$ cat src/hw/rtl/mssw_ram.sv
// ----------------------------------------------------------------------------
// Generic simple dual-port RAM
// One write port, one read port with registered read data.
// ----------------------------------------------------------------------------
module mssw_ram #(
  parameter int WIDTH = 8,
  parameter int DEPTH = 16
) (
  input  logic                     clk,
  input  logic                     we,
  input  logic [$clog2(DEPTH)-1:0] waddr,
  input  logic [WIDTH-1:0]         wdata,
  input  logic [$clog2(DEPTH)-1:0] raddr,
  output logic [WIDTH-1:0]         rdata
);

  logic [WIDTH-1:0] mem [DEPTH];

  always_ff @(posedge clk) begin
    if (we) begin
      mem[waddr] <= wdata;
    end
    rdata <= mem[raddr];
  end

endmodule

$ cat config.mk
export PLATFORM = sky130hd
export DESIGN_NAME = mssw_ram
export DESIGN_NICKNAME = d
export VERILOG_FILES = /design/src/hw/rtl/mssw_ram.sv
export SDC_FILE = /design/constraint.sdc
export NUM_CORES = 1
export LEC_CHECK = 0
export ABC_AREA = 0
export BUFFER_PORTS_ARGS = -buffer_cell sky130_fd_sc_hd__clkbuf_2
export CAP_MARGIN = 20
export CORE_AREA = 2 2 131 121
export DETAILED_ROUTE_END_ITERATION = 8
export DIE_AREA = 0 0 133 123
export GPL_TIMING_DRIVEN = 0
export PLACE_DENSITY = 0.59
export SETUP_SLACK_MARGIN = 0.2
export SYNTH_ARGS = -nofsm -noshare
export SYNTH_HDL_FRONTEND = slang
export SYNTH_SLANG_ARGS = --single-unit
$ cat constraint.sdc
create_clock -name clk -period 4.7 [get_ports clk]
set_clock_uncertainty 0.15 [all_clocks]
set_input_delay 0.705 -clock clk [delete_from_list [all_inputs] [get_ports clk]]
set_output_delay 0.705 -clock clk [all_outputs]
set_load 0.01 [all_outputs]
==> impl_metrics.csv, run 1 <==
group,metric,value,unit
final_layout,n_antenna_cell,0,
setup_path,worstPathRequired,4.68,ns
setup_path,end_kind,"flop",
sta,final_hold_viol_count,0,
min_path,hold_class,"reg2reg",
synthesis,avgSynthCellArea,22.5,um^2
setup_path,crit_path_end,"mem[0][3]",
setup_path,critical_path_class,"in2reg",
floorplan,die_y,123,um
clock_network,clockBufferDepth,2,
floorplan,placementRows,43,
pwr,p_switching,0.000585,W
pwr,power.leakage,2.04,nW
floorplan,start_util,34.3,%
final_layout,final_area,0.00612,mm^2
status,status,"completed",
pwr,clkPwrFrac,46.1,%
pwr,p_seq_share,49.1,%
sta,setup_viol,0,
sta,max_slew.worst_pin.slew,0.842,ns
sta,final_max_slew_viol_count,0,
clock_network,cts_tree,"yes",
synthesis,synth_cells,229,
setup_path,startpoint,"waddr[2]",
drt,drc,0,
drt,met2WireLength,4.51,mm
sta,fin_setup_tns,0,ns
synthesis,async_flop_share,0,%
global_route,grt_first_pass_wirelength,14.9,mm
sta,finalCriticalPeriod,2.21,ns
global_route,grt_pass1_vias,2439,
drt,wl_met1,4.58,mm
clock_network,cts_made_buffers,17,
synthesis,seq_area_frac_synth,77.8,%
sta,rsz0062_at_grt,"false",
synthesis,synth_area,0.00515,mm^2
floorplan,coreArea,0.0150,mm^2
setup_path,startpoint_type,"input pin",
setup_path,reg2reg_from,"mem[1][1]",
synthesis,syn_nets,247,
final_layout,layout-drive-gt1-share,30.2,%
place,place_ws,2.05,ns
sta,post-route-period-util,47.0,%
final_layout,area_growth,19.0,%
setup_path,critPathMaxFanout,5,
floorplan,pin_count,26,
pwr,switching_share,21.1,%
setup_path,r2r_cells,3,
floorplan,die_w,133,um
synthesis,synth_area_leader_cell,"edfxtp_1",
place,portBuffers,24,
drt,routed_wl,9.84,mm
pwr,irDropWorstVdd,333,uV
clock_network,hold_buffers,0,
drt,drt_iter0_markers,153,
synthesis,yosysTopAreaCellShare,74.7,%
drt,routedWlPerCell,20.1,um
drt,wl_met3,552,um
clock_network,post_cts_buffers,0,
synthesis,synth_area_leaders,"edfxtp_1 75%, mux4_2 7.9%, mux4_1 7.1%",
setup_path,reg2reg_to,"rdata[1]",
global_route,grt_max_degree,17,
drt,routed_via_density,4.90,
pwr,pwr-share-comb,4.8,%
clock_network,path_clk_slew,0.06,ns
place,dpl_cell_area,0.00555,mm^2
sta,fin_ws,2.49,ns
synthesis,yosysWarnings,0,
pwr,pwr_density_cell,453,mW/mm^2
place,dp.final_hpwl,6.41,mm
setup_path,worstPathArrival,2.19,ns
final_layout,fin_nets,294,
drt,num_vias,2401,
global_route,antenna_found_initial,0,
final_layout,n_fill_cell,1324,
sta,slew_headroom,43.7,%
global_route,grt_overflow,0,
clock_network,cts_resized,0,
floorplan,fp.dieArea,0.0164,mm^2
drt,highest_layer,"met4",
synthesis,synth_edf_count,128,
clock_network,cts.sinks,136,
clock_network,clkLatencyLatePin,0.42,ns
sta,max_freq,453,MHz
clock_network,cts_root_buf,"clkbuf_16",
setup_path,r2r_setup_slack,2.97,ns
final_layout,multi_input_area,0.00106,mm^2
synthesis,synth.distinct_cells,19,
drt,ant_nets,0,
global_route,grt_usage,13.3,%
synthesis,synth_seq_cells,136,
clock_network,h-tree-depth,4,
final_layout,seq_area,0.00400,mm^2
pwr,p_int,0.00219,W
run,maxCapViolCount,0,
place,gp_congestion,0.766,
sta,hold_ws,0.536,ns
drt,dr.pass1.iters,4,
synthesis,synth_flop_cell,"edfxtp_1",
## placed cells by master, fill, tap and decap left out, drive strengths merged
master / count
inv: 3
nor2b: 1
bufinv: 2
or3b: 1
buf: 11
dfxtp: 8
a22oi: 16
and2: 1
nand2b: 2
mux4: 32
nand3b: 2
clkdlybuf4s25: 3
clkinv: 7
nand3: 1
nor3: 4
nand2: 9
nor2: 13
clkinvlp: 2
clkbuf: 41
edfxtp: 128
and2b: 1
## worst max-delay path, cell delays in order
cell	delay, ns
clkbuf_2	0.13
or3b_2	0.52
nor3_1	0.56
buf_4	0.28
## metrics by stage
stage                     std cells  utilization (%)  total power (W)
after detailed placement        459             37.0          0.00152
after floorplan                 229                -          0.00146
final                           490             40.8          0.00278
after global routing            490             40.8          0.00286
after CTS                       490             40.8          0.00279
after global placement          455             36.8          0.00152
## power by group through the flow
stage / combinational, W / sequential [W] / clock, W
global route: 0.000145 / 0.00136 / 0.00135
global placement: 0.000133 / 0.00139 / 0
floorplan: 0.0000688 / 0.00139 / 0
CTS: 0.000136 / 0.00136 / 0.00129
finish: 0.000135 / 0.00136 / 0.00128
detailed placement: 0.000136 / 0.00139 / 0
## per-layer routing
metal | vias up | GRT usage, %
met5 | - | 0
met4 | 0 | 5.85
met3 | 16 | 3.69
met2 | 65 | 20.2
met1 | 1253 | 18.2
li1 | 1067 | -
## synthesized netlist by cell type, types with 2 or more instances
cell type and count:
edfxtp_1 128, mux4_2 18, a22oi_1 16, mux4_1 14, nor2_1 13, nand2_1 9, dfxtp_1 8, nor3_1 4
buf_2 3, buf_6 3, clkdlybuf4s25_2 3, nand2b_1 2, nand3b_1 2
## state kept, by name (all words and copies together) (netlist names)
signal  flops
mem       128
rdata       8
## cell families (layout without fill, tap and decap cells)
family / Yosys count / after routing / synth area share, %
buffers and inverters: 10 / 69 / 1.68
muxes: 32 / 32 / 15.0
AOI/OAI and AO/OA: 16 / 16 / 2.33
DFF: 136 / 136 / 77.8
and+or+nand+nor: 35 / 35 / 3.18
## layout make-up
cell class,instances,area share (%)
timing repair buffer,28,2.41
clock buffer,17,6.95
clock inverter,14,2.45
multi-input combinational,83,17.3
buffer,10,1.41
tap,202,4.13
sequential,136,65.4
## worst min path at each step
stage | from | cells after the start | slack, ns | end
after floorplan | mem[7][0] | 3 | 0.48 | rdata[0]
after global placement | mem[14][1] | 3 | 0.52 | rdata[1]
after detailed placement | mem[14][1] | 3 | 0.52 | rdata[1]
after CTS | mem[14][1] | 3 | 0.54 | rdata[1]
after global routing | mem[14][7] | 3 | 0.57 | rdata[7]
final | mem[14][1] | 3 | 0.54 | rdata[1]
Power figures use the tool's default switching activity.
==> run 2: changes to the inputs <==
==> constraint.sdc (replaced) <==
create_clock -name clk -period 2.1 [get_ports clk]
set_clock_uncertainty 0.15 [all_clocks]
set_input_delay 0.315 -clock clk [delete_from_list [all_inputs] [get_ports clk]]
set_output_delay 0.315 -clock clk [all_outputs]
set_load 0.01 [all_outputs]
==> impl_metrics.csv, run 2 (synthesis gave the netlist of run 1 again) <==
group,metric,value,unit
status,status,"completed",
clock_network,cts.sinks,136,
global_route,grt_usage,13.7,%
setup_path,path_delay_family,"simple AND/OR/NAND/NOR gates",
final_layout,post-route-util,41.1,%
drt,routedWlPerCell,20.6,um
global_route,grt_pass1_vias,2466,
final_layout,largest_registers,"mem x128, rdata x8",
sta,slew_headroom,40.5,%
pwr,clkPwrFrac,48.1,%
drt,routed_wl,10.1,mm
final_layout,layout_common_cells,"128 x edfxtp_1, 24 x clkbuf_2, 18 x mux4_2, 17 x clkbuf_16, 16 x a22oi_1",
sta,max_freq,564,MHz
global_route,grt_overflow,0,
pwr,power.leakage,2.05,nW
clock_network,clkLatencyLatePin,0.41,ns
final_layout,layout-drive-gt1-share,30.6,%
setup_path,path_buf_inv,1,
pwr,p_switching,0.00131,W
global_route,antenna_found_initial,0,
pwr,pwr-share-comb,4.6,%
drt,routed_via_density,4.81,
global_route,grt_first_pass_wirelength,15.4,mm
setup_path,path_cells,"clkbuf_2 -> or3b_2 -> nor2_1",
global_route,grt_max_degree,17,
clock_network,cts_made_buffers,17,
setup_path,end_kind,"flop",
floorplan,die_y,123,um
pwr,switching_share,20.3,%
place,portBuffers,24,
sta,final_hold_viol_count,0,
run,maxCapViolCount,0,
clock_network,path_clk_slew,0.06,ns
drt,ant_nets,0,
drt,drt_iter0_markers,284,
final_layout,mostFrequentLayoutCell,"edfxtp_1",
pwr,p_int,0.00515,W
sta,hold_ws,0.222,ns
floorplan,pin_count,26,
setup_path,cp_slowest_cell,"nor2_1",
pwr,pwr_density_cell,1050,mW/mm^2
setup_path,critical_path_class,"in2reg",
sta,max_slew.worst_pin.slew,0.889,ns
place,dp.final_hpwl,6.56,mm
sta,finalCriticalPeriod,1.77,ns
min_path,hold_class,"in2reg",
setup_path,startpoint_type,"input pin",
clock_network,cts_root_buf,"clkbuf_16",
drt,drc,0,
setup_path,worstPathRequired,1.98,ns
clock_network,cts_tree,"yes",
final_layout,n_fill_cell,1305,
final_layout,area_growth,19.9,%
sta,final_max_slew_viol_count,0,
setup_path,worstPathArrival,1.65,ns
sta,rsz0062_at_grt,"false",
final_layout,n_antenna_cell,0,
setup_path,critPathMaxFanout,8,
clock_network,clockBufferDepth,2,
final_layout,largest_register_ffs,128,
final_layout,seq_area,0.00400,mm^2
final_layout,multi_input_area,0.00106,mm^2
final_layout,fin_nets,293,
place,gp_congestion,0.746,
clock_network,h-tree-depth,4,
floorplan,placementRows,43,
floorplan,fp.dieArea,0.0164,mm^2
sta,setup_viol,0,
clock_network,cts_resized,0,
floorplan,die_w,133,um
drt,num_vias,2356,
pwr,irDropWorstVdd,619,uV
floorplan,start_util,34.3,%
pwr,p_seq_share,47.2,%
final_layout,largest-register,"mem",
clock_network,post_cts_buffers,0,
sta,post-route-period-util,84.4,%
clock_network,hold_buffers,0,
drt,dr.pass1.iters,4,
floorplan,coreArea,0.0150,mm^2
setup_path,max_stage_delay,0.70,ns
[run 2: changes by cell type in the layout (fill, tap and decap cells not counted), sizes merged]
cell,delta
clkinv,-3
bufinv,+2
buf,-1
clkinvlp,+3
inv,-1
[run 2: final cells by class]
class,instances,area share [%]
repair buffers,27,2.23
clock buffers,17,6.90
well taps,202,4.10
multi-input cells,83,17.2
flip-flops and latches,136,64.9
plain buffers,10,1.40
clock inverters,15,3.27
[run 2: worst paths after layout]
kind / cells after the start / slack (ns) / from / endpoint
hold / removal: 1 / 0.22 / wdata[5] / mem[4][5]
setup reg to reg: 3 / 0.36 / mem[2][3] / rdata[3]
setup / recovery: 3 / 0.33 / we / mem[2][5]
hold reg to reg: 3 / 0.53 / mem[13][3] / rdata[3]
[run 2: stage by stage]
stage          setup WS (ns)  power [W]  setup TNS [ns]  std cells  cell area, um^2
2_1_floorplan          0.369    0.00327               0        229             5150
5_1_grt                0.298    0.00668               0        490             6170
3_3_place_gp          -0.216    0.00340           -6.06        455             5530
4_1_cts                0.347    0.00651               0        490             6170
6_report               0.327    0.00646               0        490             6170
3_5_place_dp         -0.0917    0.00341           -1.96        458             5540
[run 2: metal layers]
metal  up-vias  track usage (%)  routed length [um]
met1      1211             18.9                4530
li1       1065                -                   -
met4         0             4.84                  89
met3         6             4.51                 739
met2        74             20.6                4750
met5         -                0                   0
[run 2: worst reg2reg max path: cells and delay by family, from the launching register on]
family | cells | cell delay, ns
AO/OA/AOI/OAI | 1 | 0.45
multiplexers | 1 | 0.54
flip-flops | 1 | 0.37
AND/OR/NAND/NOR | 1 | 0.10
[run 2: power groups by stage]
| stage | combinational, W | sequential (W) | clock (W) |
|---|---|---|---|
| 2_1_floorplan | 0.000154 | 0.00311 | 0 |
| 5_1_grt | 0.000326 | 0.00305 | 0.00330 |
| 3_5_place_dp | 0.000304 | 0.00311 | 0 |
| 6_report | 0.000299 | 0.00305 | 0.00311 |
| 4_1_cts | 0.000305 | 0.00305 | 0.00316 |
| 3_3_place_gp | 0.000298 | 0.00310 | 0 |
